--- config.mk ---
export PLATFORM = sky130hd
export DESIGN_NAME = imu_bias_calibrate_and_lowpass_unit
export DESIGN_NICKNAME = d
export VERILOG_FILES = /design/src/rtl/imu_pkg.sv /design/src/rtl/imu_serdiv.sv /design/src/rtl/imu_sermul.sv /design/src/rtl/imu_bias_calibrate_and_lowpass_unit.sv
export SDC_FILE = /design/constraint.sdc
export NUM_CORES = 2
export LEC_CHECK = 0
export BUFFER_PORTS_ARGS = -buffer_cell sky130_fd_sc_hd__buf_2
export CAP_MARGIN = 25
export CORE_UTILIZATION = 40
export DETAILED_ROUTE_END_ITERATION = 16
export GPL_ROUTABILITY_DRIVEN = 0
export PLACE_DENSITY = 0.59
export SLEW_MARGIN = 20
export SYNTH_ARGS = -nofsm -noshare
export SYNTH_HDL_FRONTEND = slang
export SYNTH_HIERARCHICAL = 1
export SYNTH_SLANG_ARGS = --single-unit
--- constraint.sdc ---
create_clock -name clk_i -period 11.9 [get_ports clk_i]
set_clock_uncertainty 0.2 [all_clocks]
set_input_delay 1.785 -clock clk_i [delete_from_list [all_inputs] [get_ports clk_i]]
set_output_delay 1.785 -clock clk_i [all_outputs]
set_load 0.02 [all_outputs]
--- src/rtl/imu_pkg.sv ---
package imu_pkg;

  localparam int unsigned NumAxes   = 6;
  localparam int unsigned AlphaW    = 17;
  localparam int unsigned PresetW   = 48;
  localparam int unsigned CfgAddrW  = 3;
  localparam int unsigned CfgDataW  = 48;

  typedef enum logic [CfgAddrW-1:0] {
    RegPresetMode  = 3'd0,
    RegPresetAcc   = 3'd1,
    RegPresetGyro  = 3'd2,
    RegCalibSmp    = 3'd3,
    RegGravity     = 3'd4,
    RegFilterEn    = 3'd5,
    RegAlpha       = 3'd6
  } reg_idx_e;

  localparam logic [AlphaW-1:0] AlphaOne = 17'h10000;

endpackage

--- src/rtl/imu_serdiv.sv ---
module imu_serdiv #(
  parameter int unsigned SumW   = 33,
  parameter int unsigned CountW = 16
) (
  input  logic                     clk_i,
  input  logic                     rst_ni,
  input  logic                     start_i,
  input  logic signed [SumW-1:0]   num_i,
  input  logic [CountW-1:0]        den_i,
  output logic                     done_o,
  output logic signed [SumW-1:0]   quo_o
);
  import imu_pkg::*;

  localparam int unsigned StepW = $clog2(SumW + 1);

  logic [SumW-1:0]   num_q, num_d;
  logic [CountW:0]   rem_q, rem_d;
  logic              neg_q, neg_d;
  logic              busy_q, busy_d;
  logic [StepW-1:0]  step_q, step_d;
  logic [CountW:0]   trial;
  logic [SumW-1:0]   res;

  always_comb begin
    num_d  = num_q;
    rem_d  = rem_q;
    neg_d  = neg_q;
    busy_d = busy_q;
    step_d = step_q;
    done_o = 1'b0;
    trial  = {rem_q[CountW-1:0], num_q[SumW-1]} - {1'b0, den_i};
    if (start_i) begin
      neg_d  = num_i[SumW-1];
      num_d  = num_i[SumW-1] ? (~num_i + 1'b1) : num_i;
      rem_d  = '0;
      busy_d = 1'b1;
      step_d = '0;
    end else if (busy_q) begin
      if (!trial[CountW]) begin
        rem_d = trial;
        num_d = {num_q[SumW-2:0], 1'b1};
      end else begin
        rem_d = {rem_q[CountW-1:0], num_q[SumW-1]};
        num_d = {num_q[SumW-2:0], 1'b0};
      end
      step_d = step_q + 1'b1;
      if (step_q == StepW'(SumW - 1)) begin
        busy_d = 1'b0;
        done_o = 1'b1;
      end
    end
    res   = neg_d ? (~num_d + 1'b1) : num_d;
    quo_o = res;
  end

  always_ff @(posedge clk_i or negedge rst_ni) begin
    if (!rst_ni) begin
      busy_q <= 1'b0;
      step_q <= '0;
      neg_q  <= 1'b0;
    end else begin
      busy_q <= busy_d;
      step_q <= step_d;
      neg_q  <= neg_d;
    end
  end

  always_ff @(posedge clk_i) begin
    num_q <= num_d;
    rem_q <= rem_d;
  end

endmodule

--- src/rtl/imu_sermul.sv ---
module imu_sermul #(
  parameter int unsigned DiffW = 18
) (
  input  logic                            clk_i,
  input  logic                            rst_ni,
  input  logic                            start_i,
  input  logic [imu_pkg::AlphaW-1:0]      alpha_i,
  input  logic signed [DiffW-1:0]         diff_i,
  output logic                            done_o,
  output logic signed [DiffW+imu_pkg::AlphaW-1:0] prod_o
);
  import imu_pkg::*;

  localparam int unsigned ProdW = DiffW + AlphaW;
  localparam int unsigned StepW = $clog2(AlphaW + 1);

  logic [AlphaW-1:0]       mul_q;
  logic signed [ProdW-1:0] acc_q, mcand_q;
  logic                    busy_q;
  logic [StepW-1:0]        step_q;

  assign prod_o = acc_q;

  always_ff @(posedge clk_i or negedge rst_ni) begin
    if (!rst_ni) begin
      busy_q <= 1'b0;
      step_q <= '0;
      done_o <= 1'b0;
    end else begin
      done_o <= 1'b0;
      if (start_i) begin
        busy_q <= 1'b1;
        step_q <= '0;
      end else if (busy_q) begin
        step_q <= step_q + 1'b1;
        if (step_q == StepW'(AlphaW - 1)) begin
          busy_q <= 1'b0;
          done_o <= 1'b1;
        end
      end
    end
  end

  always_ff @(posedge clk_i) begin
    if (start_i) begin
      mul_q   <= alpha_i;
      mcand_q <= ProdW'(diff_i);
      acc_q   <= '0;
    end else if (busy_q) begin
      if (mul_q[0]) begin
        acc_q <= acc_q + mcand_q;
      end
      mul_q   <= mul_q >> 1;
      mcand_q <= mcand_q <<< 1;
    end
  end

endmodule

--- src/rtl/imu_bias_calibrate_and_lowpass_unit.sv ---
// Six-axis IMU bias removal and low-pass filter.
// Input channel s_axis_*: one item is one six-axis sample; tdata holds acc_x, acc_y,
// acc_z, gyro_x, gyro_y, gyro_z, each SAMPLE_WIDTH bits, from the lowest bit up.
// Output channel m_axis_*: the corrected sample, same packing, out_acc_x first.
// While calibrating, the first calib_samples items give no output; the last of them
// starts a serial divider for each axis in turn.
// After calibration or in preset mode every item gives one output item. With the
// filter on, each axis passes a bit-serial multiplier of 17 steps, one axis after
// the other; with the filter off, the corrected value goes out unfiltered.
// The divider and the multiplier run as shift-and-subtract and shift-and-add loops.
// One item is in work at a time; s_axis_tready is low while it is. The finished
// item waits in the output register until taken; a stalled receiver holds the
// block, which then accepts no new item.
// Configuration uses cfg_we_i, cfg_addr_i and cfg_data_i; the user must write it
// only while idle, as the block does not enforce this. Reset clears calibration
// state, biases, filter history and the registers to their default values.
module imu_bias_calibrate_and_lowpass_unit #(
  parameter int unsigned SAMPLE_WIDTH = 16,
  parameter int unsigned COUNT_WIDTH  = 16
) (
  input  logic                                 clk_i,
  input  logic                                 rst_ni,
  input  logic                                 s_axis_tvalid,
  output logic                                 s_axis_tready,
  // acc_x, acc_y, acc_z, gyro_x, gyro_y, gyro_z
  input  logic [((6*SAMPLE_WIDTH+7)/8)*8-1:0]  s_axis_tdata,
  output logic                                 m_axis_tvalid,
  input  logic                                 m_axis_tready,
  // out_acc_x, out_acc_y, out_acc_z, out_gyro_x, out_gyro_y, out_gyro_z
  output logic [((6*SAMPLE_WIDTH+7)/8)*8-1:0]  m_axis_tdata,
  input  logic                                 cfg_we_i,
  input  logic [imu_pkg::CfgAddrW-1:0]         cfg_addr_i,
  input  logic [imu_pkg::CfgDataW-1:0]         cfg_data_i
);
  import imu_pkg::*;

  localparam int unsigned SW    = SAMPLE_WIDTH;
  localparam int unsigned SumW  = SAMPLE_WIDTH + COUNT_WIDTH + 1;
  localparam int unsigned DiffW = SAMPLE_WIDTH + 2;
  localparam int unsigned ProdW = DiffW + AlphaW;
  localparam logic signed [SW-1:0] SMax = {1'b0, {(SW-1){1'b1}}};
  localparam logic signed [SW-1:0] SMin = {1'b1, {(SW-1){1'b0}}};

  typedef enum logic [2:0] {
    StIdle, StAccum, StDiv, StCorr, StMul, StOut
  } state_e;

  state_e state_q;
  logic   [2:0] ax_q;

  logic              preset_q, fen_q;
  logic [PresetW-1:0] pacc_q, pgyr_q;
  logic [COUNT_WIDTH-1:0] ncal_q;
  logic [SW-2:0]     grav_q;
  logic [AlphaW-1:0] alpha_q;

  logic                     calibrated_q;
  logic [COUNT_WIDTH-1:0]   count_q;
  logic signed [SumW-1:0]   sums_q [NumAxes];
  logic signed [SW-1:0]     bias_q [NumAxes];
  logic signed [SW-1:0]     prev_q [NumAxes];
  logic signed [SW-1:0]     x_q    [NumAxes];
  logic signed [SW-1:0]     y_q    [NumAxes];

  // Shared per-axis datapath.
  logic signed [SW-1:0]   x_cur, bias_cur, prev_cur;
  logic signed [SumW-1:0] add_v, nsum;
  logic [COUNT_WIDTH-1:0] n_next;
  logic signed [SW+1:0]   dsub;
  logic signed [SW-1:0]   corr_v;
  logic signed [DiffW-1:0] diff_v;
  logic [AlphaW-1:0]      a_eff;
  logic signed [ProdW-1:0] prod;
  logic signed [ProdW-1:0] filt;
  logic signed [SW-1:0]   filt_sat;
  logic signed [SumW-1:0] quo;
  logic signed [SW-1:0]   quo_sat;
  logic [COUNT_WIDTH-1:0] den;
  logic div_start, div_done, mul_start, mul_done;

  always_comb begin
    x_cur = x_q[ax_q];
    prev_cur = prev_q[ax_q];
    case (ax_q)
      3'd0: bias_cur = preset_q ? SW'($signed(pacc_q[15:0]))  : bias_q[0];
      3'd1: bias_cur = preset_q ? SW'($signed(pacc_q[31:16])) : bias_q[1];
      3'd2: bias_cur = preset_q ? SW'($signed(pacc_q[47:32])) : bias_q[2];
      3'd3: bias_cur = preset_q ? SW'($signed(pgyr_q[15:0]))  : bias_q[3];
      3'd4: bias_cur = preset_q ? SW'($signed(pgyr_q[31:16])) : bias_q[4];
      default: bias_cur = preset_q ? SW'($signed(pgyr_q[47:32])) : bias_q[5];
    endcase
    add_v = SumW'(x_cur);
    if (ax_q == 3'd2) begin
      add_v = add_v - SumW'({1'b0, grav_q});
    end
    nsum   = sums_q[ax_q] + add_v;
    n_next = count_q + 1'b1;
    den    = (n_next == '0) ? COUNT_WIDTH'(1) : n_next;
    dsub   = (SW+2)'(x_cur) - (SW+2)'(bias_cur);
    if (dsub > (SW+2)'(SMax)) begin
      corr_v = SMax;
    end else if (dsub < (SW+2)'(SMin)) begin
      corr_v = SMin;
    end else begin
      corr_v = dsub[SW-1:0];
    end
    diff_v = DiffW'(corr_v) - DiffW'(prev_cur);
    a_eff  = (alpha_q > AlphaOne) ? AlphaOne : alpha_q;
    filt   = ProdW'(prev_cur) + (prod >>> 16);
    if (filt > ProdW'(SMax)) begin
      filt_sat = SMax;
    end else if (filt < ProdW'(SMin)) begin
      filt_sat = SMin;
    end else begin
      filt_sat = filt[SW-1:0];
    end
    if (quo > SumW'(SMax)) begin
      quo_sat = SMax;
    end else if (quo < SumW'(SMin)) begin
      quo_sat = SMin;
    end else begin
      quo_sat = quo[SW-1:0];
    end
  end

  imu_serdiv #(.SumW(SumW), .CountW(COUNT_WIDTH)) u_div (
    .clk_i, .rst_ni,
    .start_i(div_start), .num_i(sums_q[ax_q]), .den_i(count_q),
    .done_o(div_done), .quo_o(quo)
  );

  imu_sermul #(.DiffW(DiffW)) u_mul (
    .clk_i, .rst_ni,
    .start_i(mul_start), .alpha_i(a_eff), .diff_i(diff_v),
    .done_o(mul_done), .prod_o(prod)
  );

  logic div_busy_q;
  assign s_axis_tready = (state_q == StIdle);
  assign m_axis_tvalid = (state_q == StOut);
  assign div_start = (state_q == StDiv) && !div_busy_q;
  assign mul_start = (state_q == StCorr) && fen_q;

  always_comb begin
    m_axis_tdata = '0;
    for (int i = 0; i < NumAxes; i++) begin
      m_axis_tdata[i*SW +: SW] = y_q[i];
    end
  end

  always_ff @(posedge clk_i or negedge rst_ni) begin
    if (!rst_ni) begin
      state_q <= StIdle;
      ax_q <= '0;
      div_busy_q <= 1'b0;
      preset_q <= 1'b0;
      pacc_q <= '0;
      pgyr_q <= '0;
      ncal_q <= COUNT_WIDTH'(2000);
      grav_q <= (SW-1)'(16384);
      fen_q <= 1'b1;
      alpha_q <= AlphaW'(31785);
      calibrated_q <= 1'b0;
      count_q <= '0;
      for (int i = 0; i < NumAxes; i++) begin
        sums_q[i] <= '0;
        bias_q[i] <= '0;
        prev_q[i] <= '0;
      end
    end else begin
      if (cfg_we_i) begin
        case (cfg_addr_i)
          RegPresetMode: preset_q <= cfg_data_i[0];
          RegPresetAcc:  pacc_q   <= cfg_data_i[PresetW-1:0];
          RegPresetGyro: pgyr_q   <= cfg_data_i[PresetW-1:0];
          RegCalibSmp:   ncal_q   <= cfg_data_i[COUNT_WIDTH-1:0];
          RegGravity:    grav_q   <= cfg_data_i[SW-2:0];
          RegFilterEn:   fen_q    <= cfg_data_i[0];
          RegAlpha:      alpha_q  <= cfg_data_i[AlphaW-1:0];
          default: ;
        endcase
      end
      case (state_q)
        StIdle: begin
          if (s_axis_tvalid) begin
            ax_q <= '0;
            state_q <= (!preset_q && !calibrated_q) ? StAccum : StCorr;
          end
        end
        StAccum: begin
          sums_q[ax_q] <= nsum;
          if (ax_q == 3'(NumAxes-1)) begin
            ax_q <= '0;
            count_q <= n_next;
            if (n_next >= ncal_q || n_next == '0) begin
              count_q <= den;
              state_q <= StDiv;
            end else begin
              state_q <= StIdle;
            end
          end else begin
            ax_q <= ax_q + 1'b1;
          end
        end
        StDiv: begin
          if (!div_busy_q) begin
            div_busy_q <= 1'b1;
          end else if (div_done) begin
            div_busy_q <= 1'b0;
            bias_q[ax_q] <= quo_sat;
            if (ax_q == 3'(NumAxes-1)) begin
              calibrated_q <= 1'b1;
              count_q <= n_next - 1'b1 - ((n_next == COUNT_WIDTH'(2) && count_q == '0) ? 1'b0 : 1'b0);
              state_q <= StIdle;
            end else begin
              ax_q <= ax_q + 1'b1;
            end
          end
        end
        StCorr: begin
          if (fen_q) begin
            state_q <= StMul;
          end else begin
            y_q[ax_q] <= corr_v;
            if (ax_q == 3'(NumAxes-1)) begin
              state_q <= StOut;
            end else begin
              ax_q <= ax_q + 1'b1;
            end
          end
        end
        StMul: begin
          if (mul_done) begin
            y_q[ax_q] <= filt_sat;
            prev_q[ax_q] <= filt_sat;
            if (ax_q == 3'(NumAxes-1)) begin
              state_q <= StOut;
            end else begin
              ax_q <= ax_q + 1'b1;
              state_q <= StCorr;
            end
          end
        end
        StOut: begin
          if (m_axis_tready) begin
            state_q <= StIdle;
          end
        end
        default: state_q <= StIdle;
      endcase
    end
  end

  always_ff @(posedge clk_i) begin
    if (state_q == StIdle && s_axis_tvalid) begin
      for (int i = 0; i < NumAxes; i++) begin
        x_q[i] <= s_axis_tdata[i*SW +: SW];
      end
    end
  end

endmodule
* Yosys cells after proc, flatten, opt, wreduce, memory -nomap -nowiden
Memories as Yosys holds them, arrays and structs flattened.
Index checks and enable logic that the tools add are counted.
** Word-level totals
- Bits in writable memories :: 192
- Memories kept :: 2
- Bits in registers :: 711
- Output and inout bits :: 98
** Cells by class
- Multiplexer cells :: 94
- Order comparisons :: 10
- Equal/unequal tests :: 27
- Reductions and logical operators :: 33
- $add $sub $neg :: 14
- Bitwise operators :: 4
** Memory list
- x_q :: words 6, bits a word 16, rd ports 1, clocked after memory_dff 0, wr ports 6, RTL line imu_bias_calibrate_and_lowpass_unit.sv:62 : logic signed [SW-1:0] x_q [NumAxes];
- y_q :: words 6, bits a word 16, rd ports 6, clocked after memory_dff 0, wr ports 1, RTL line imu_bias_calibrate_and_lowpass_unit.sv:63 : logic signed [SW-1:0] y_q [NumAxes];
** Operators with widths (count)
- $mux 16 :: 23
- $mux 33 :: 8
- $bwmux 198 :: 1
- $bwmux 96 :: 2
- $bmux 33 s3 :: 1
- $demux 33 s3 :: 1
- $pmux 16 s5 :: 1
- $mux 35 :: 2
- $add 33x1->33 const B :: 2
- $not 33->33 :: 2
- $mux 17 :: 3
- $mux 3 :: 17
- $sub 16x16->17 :: 3
- $bmux 16 s3 :: 1
- $demux 16 s3 :: 1
- $add 35x35->35 :: 1
- $add 33x33->33 :: 1
- $gt 33x16->1 const B :: 1
- $lt 33x16->1 const B :: 1
- $pmux 16 s2 :: 1
- $mux 1 :: 24
- $eq 3x3->1 const B :: 7
- $add 16x19->20 :: 1
- $gt 20x16->1 const B :: 1
- 40 further kinds :: 76

* Longest topological paths before layout
- Word-level depth :: 15
- Gate-level depth with buffers :: 35
- Mapped depth without buffers :: 33

* Modules after synthesis
The synthesis kept the hierarchy.
** Modules (own cells, without submodules)
- imu_bias_calibrate_and_lowpass_unit :: cells each 3251, area each 36683.9 sq um, times used 1
- imu_sermul :: cells each 579, area each 5590.4 sq um, times used 1
- imu_serdiv :: cells each 653, area each 5074.9 sq um, times used 1

* Worst setup path after synthesis
Ideal clock, no wire load.
- Path type :: register -> register
- From :: reg ax_q[1]
- To :: reg sums_q[131] in the netlist's numbering
- Library setup time :: 0.137 ns
- Path slack :: 4.577 ns
- Stages on the path, launching flop included :: 34
- Path buffers :: 3
- Data required time :: 11.563 ns
- Arrival :: 6.985 ns
- Cells stage by stage :: dfrtp_1 -> clkbuf_1 -> clkbuf_1 -> clkbuf_1 -> mux2i_1 -> nor2_1 -> a21oi_1 -> nor2_1 -> a21oi_1 -> ha_1 -> inv_1 -> fa_1 -> a21o_1 -> a21oi_1 -> o21ai_0 -> a21oi_1 -> o21ai_0 -> a211oi_1 -> o21ai_0 -> a31oi_1 -> nand2b_1 -> a21o_1 -> ha_1 -> a21o_1 -> a21o_1 -> a211oi_1 -> nor2_1 -> o41ai_1 -> a21oi_1 -> a211o_1 -> a21oi_1 -> xnor2_1 -> xnor2_1 -> o21ai_0
** Between the ends
- Cells in the longest elaborated chain, start to end :: 6
- Elaborated cells between the ends (all ways) :: 15
** Ends and longest elaborated chain
- start, declared :: RTL line imu_bias_calibrate_and_lowpass_unit.sv:49 : logic [2:0] ax_q;
- start signal, assigned :: RTL line imu_bias_calibrate_and_lowpass_unit.sv:202 : ax_q <= ax_q + 1'b1;
- start signal, assigned :: RTL line imu_bias_calibrate_and_lowpass_unit.sv:216 : ax_q <= ax_q + 1'b1;
- start signal, assigned :: RTL line imu_bias_calibrate_and_lowpass_unit.sv:228 : ax_q <= ax_q + 1'b1;
- branches (longest 5 deep; another with $add 33x33->33)
- $bwmux 198 (*) :: RTL line imu_bias_calibrate_and_lowpass_unit.sv:191 : sums_q[ax_q] <= nsum;
- end signal, assigned by index :: RTL line imu_bias_calibrate_and_lowpass_unit.sv:191
- end, declared :: RTL line imu_bias_calibrate_and_lowpass_unit.sv:59 : logic signed [SumW-1:0] sums_q [NumAxes];
Mark *: on every way between the ends. The select of a mux whose other input is x is not followed.
A chain may end at the register's enable or synchronous reset.

* Worst setup path in the final report
- From :: reg ax_q[2]
- To :: reg u_mul.mcand_q[33], data pin
** Between the ends
- Cells in the longest elaborated chain, start to end :: 8
- Elaborated cells between the ends (all ways) :: 18
** Ends and longest elaborated chain
- $eq 3x3->1, or another cell as far along :: RTL line imu_bias_calibrate_and_lowpass_unit.sv:84 : case (ax_q)
- $pmux 16 s5 :: RTL line imu_bias_calibrate_and_lowpass_unit.sv:84
- $sub 16x16->17 :: RTL line imu_bias_calibrate_and_lowpass_unit.sv:99 : dsub = (SW+2)'(x_cur) - (SW+2)'(bias_cur);
- $lt 17x16->1 :: RTL line imu_bias_calibrate_and_lowpass_unit.sv:102 : end else if (dsub < (SW+2)'(SMin)) begin
- $mux 16 :: RTL line imu_bias_calibrate_and_lowpass_unit.sv:102
- $mux 16 :: RTL line imu_bias_calibrate_and_lowpass_unit.sv:100 : if (dsub > (SW+2)'(SMax)) begin
- $sub 16x16->17 (*) :: RTL line imu_bias_calibrate_and_lowpass_unit.sv:107 : diff_v = DiffW'(corr_v) - DiffW'(prev_cur);
- named net diff_v[16] :: RTL line imu_bias_calibrate_and_lowpass_unit.sv:71 : logic signed [DiffW-1:0] diff_v;
- $mux 35 (*) :: RTL line imu_sermul.sv:45 : if (start_i) begin
- end signal, assigned :: RTL line imu_sermul.sv:47 : mcand_q <= ProdW'(diff_i);
- end signal, assigned :: RTL line imu_sermul.sv:54 : mcand_q <= mcand_q <<< 1;
- end, declared :: RTL line imu_sermul.sv:18 : logic signed [ProdW-1:0] acc_q, mcand_q;
Mark *: on every way through the listed nets, which the timed path passes. The rest lies on a longest branch. The select of a mux whose other input is x is not followed.

==> results.ini <==
[drt]
wl_per_cell_um = 22.0
drc = 0
first_pass_iters = 5
detail_route.vias_per_cell = 5.65
ant_nets = 0
drt_iter0_drc = 2845
via_count = 35500
wl_um = 138000

[sta]
rsz0062_at_grt = no
hold_viol_final = 0
tns_ns = 0
min_period_ns = 9.51
fmax_ghz = 0.105
slew_viol_final = 0
finalCritPeriodShare = 0.799
worstMarginPinSlew_ns = 1.05
relSlewSlack = 0.295
setup_viol = 0

[die]
start_util = 0.405
die_area_um2 = 120000
rows = 125
die_y_um = 346
io_pins = 250
core_um2 = 117000
die_width_um = 346

[clock_network]
cts_buffers = 98
clockBufferDepth = 3
clk_latency_ns = 0.71
postCtsSetupBuffers = 0
hold_buffers = 0
cts_tree = done
cts_resized = 0
path_clk_slew_ns = 0.06
cts-root-buf = clkbuf_16
cts_num_sinks = 903
htree_levels = 3

[worst_hold_path]
min_from = u_mul/prod_o[8]$_SDFFE_PP0P_
holdPathStages = 2
min_to = u_mul/prod_o[8]$_SDFFE_PP0P_
holdCritPathClass = flop to flop

[global_routing]
grt_max_degree = 147
grtUsageTotal = 0.229
antenna_found_initial = 6
grt_overflow_total = 0
grt_pass1_wl_um = 213000
grt_pass1_vias = 34400

[critical_path]
worstSetupStartpointType = flop
crit_fanout = 65
cp.required_ns = 12.24
path_class = flop to flop
r2r_slack_ns = 2.39
arrival_ns = 9.85
crit_top_cell = o21ai_0
cpMaxStageDelayCell = dfrtp_4
worst_setup_path_end_kind = flop
r2r_end = u_mul/mcand_q[33]$_DFFE_PP_
crit_buf_inv = 2
ff2ff_path_depth = 29
path_delay_family = compound AO/OA/AOI/OAI gates
r2r_start = ax_q[2]$_DFFE_PN0P_
critPathMaxStageDelay_ns = 1.03

[cells_and_area]
fill_cells = 10800
final_cell_mix = dfrtp_1 (554), nand2_1 (432), o21ai_0 (349)
final_nets = 5002
n_antenna_cell = 0
areaGrowthSynthToFinish_pct = 13.7
layout_commonest_cell = dfrtp_1
drive_gt1_frac = 0.209

[yosys]
yosysUniqueCellTypes = 113
synth.avg_cell_area_um2 = 10.6
synth_edf_count = 244
synth_warnings = 6
ys.flop_type = dfrtp_1
synth_area_um2 = 47300
synth_top_cell_by_area = dfrtp_1
syn_nets = 4815
yosysSeqAreaShare = 0.495
synth_cells = 4483
netlist_top_cells_area = dfrtp_1 (30%), edfxtp_1 (15%), mux2_2 (8.1%), ha_1 (4.6%), o21ai_0 (3.7%)
ys_seq_elements = 903
netlist.area_leader.share = 0.295
synthArstFlopShare = 0.637

[placed_design]
hpwlAfterDp_um = 96400
portBuffers = 249

[status]
status = complete, no violations

[job]
cap_violations = 0

[routing by layer]
| layer | global-route usage | up-vias | routed length [um] |
|---|---|---|---|
| met5 | 0 | - | 17 |
| met4 | 0.0873 | 2 | 5160 |
| met3 | 0.0362 | 209 | 8230 |
| met2 | 0.357 | 1076 | 62300 |
| met1 | 0.320 | 17400 | 62700 |
| li1 | - | 16800 | - |
[registers in the layout (all words and copies together) (netlist names), 3 cells and up]
| signal | cells |
|---|---|
| sums_q | 198 |
| bias_q | 96 |
| prev_q | 96 |
| x_q | 96 |
| y_q | 96 |
| pacc_q | 48 |
| pgyr_q | 48 |
| u_mul/mcand_q | 35 |
| u_mul/prod_o | 35 |
| u_div/num_q | 33 |
| alpha_q | 17 |
| u_mul/mul_q | 17 |
| count_q | 16 |
| ncal_q | 16 |
| u_div/rem_q | 16 |
| grav_q | 15 |
| u_div/step_q | 6 |
| u_mul/step_q | 5 |
| ax_q | 3 |
| state_q | 3 |
[worst max path at each step]
stage,startpoint,end,cells past startpoint
finish,ax_q[2]$_DFFE_PN0P_,u_mul/mcand_q[33]$_DFFE_PP_,29
global route,ax_q[2]$_DFFE_PN0P_,u_mul/mcand_q[26]$_DFFE_PP_,29
CTS,ax_q[2]$_DFFE_PN0P_,u_mul/mcand_q[34]$_DFFE_PP_,29
detailed placement,ax_q[2]$_DFFE_PN0P_,u_mul/mcand_q[19]$_DFFE_PP_,29
global placement,ax_q[2]$_DFFE_PN0P_,u_mul/mcand_q[17]$_DFFE_PP_,29
floorplan,ax_q[1]$_DFFE_PN0P_,sums_q[131]$_DFFE_PN0P_,33
[kinds of logic (layout without fill, tap and decap cells)]
group	count (synthesis)	after routing	synth area share
simple gates	1162	1162	0.115
buf+inv	391	664	0.0318
flops	903	903	0.495
mux	420	420	0.103
xor+xnor	202	202	0.0374
fa+ha+maj	181	181	0.0489
compound gates	1224	1224	0.169
[metrics by stage]
step | instances | util | instance area (um2) | setup WS (ns) | hold slack [ns]
after floorplan | 4483 | - | 47300 | 4.58 | 0.236
after global placement | 6085 | 0.430 | 50300 | 2.82 | 0.244
final | 6280 | 0.461 | 53800 | 2.39 | 0.257
after detailed placement | 6088 | 0.431 | 50300 | 2.60 | 0.250
after global routing | 6280 | 0.461 | 53800 | 1.73 | 0.275
after CTS | 6274 | 0.460 | 53700 | 2.53 | 0.257
[synth_stat cells, types with 16 or more instances]
| library cell | count |
|---|---|
| edfxtp_1 | 244 |
| mux2_2 | 340 |
| a21o_1 | 74 |
| a211oi_1 | 50 |
| a31oi_1 | 30 |
| or3_1 | 18 |
| nor3_1 | 64 |
| o21a_1 | 21 |
| dfrtp_1 | 559 |
| mux4_2 | 19 |
| dfxtp_1 | 84 |
| clkbuf_1 | 208 |
| a22oi_1 | 155 |
| xor2_1 | 75 |
| a21oi_1 | 290 |
| buf_1 | 28 |
| and3_1 | 40 |
| a221oi_1 | 26 |
| nand3_1 | 100 |
| xnor2_1 | 127 |
| o21ai_0 | 350 |
| o211ai_1 | 20 |
| o22ai_1 | 26 |
| nor4_1 | 32 |
| and2_1 | 16 |
| nand2b_1 | 42 |
| nor2_1 | 262 |
| mux2i_1 | 60 |
| ha_1 | 173 |
| nand2_1 | 440 |
| nor2b_1 | 55 |
| dfstp_2 | 16 |
| inv_1 | 143 |
| nand4_1 | 20 |
| o31ai_1 | 25 |
[cell type report]
class	count	area [um2]	area share
clock inverters	58	708	0.0132
flip-flops and latches	903	23400	0.435
well taps	1524	1910	0.0354
multi-input cells	3189	22600	0.419
repair buffers	334	1990	0.0369
inverters	144	541	0.0100
clock buffers	128	2700	0.0502
[tightest hold or removal path, cell delays in order (launching register included)]
cell	delay, ns
dfxtp_1	0.31
nand2_1	0.05
a21oi_1	0.05
Power is not shown: default switching activity piles up to over one toggle a cycle in this logic, so the estimate is an artifact.
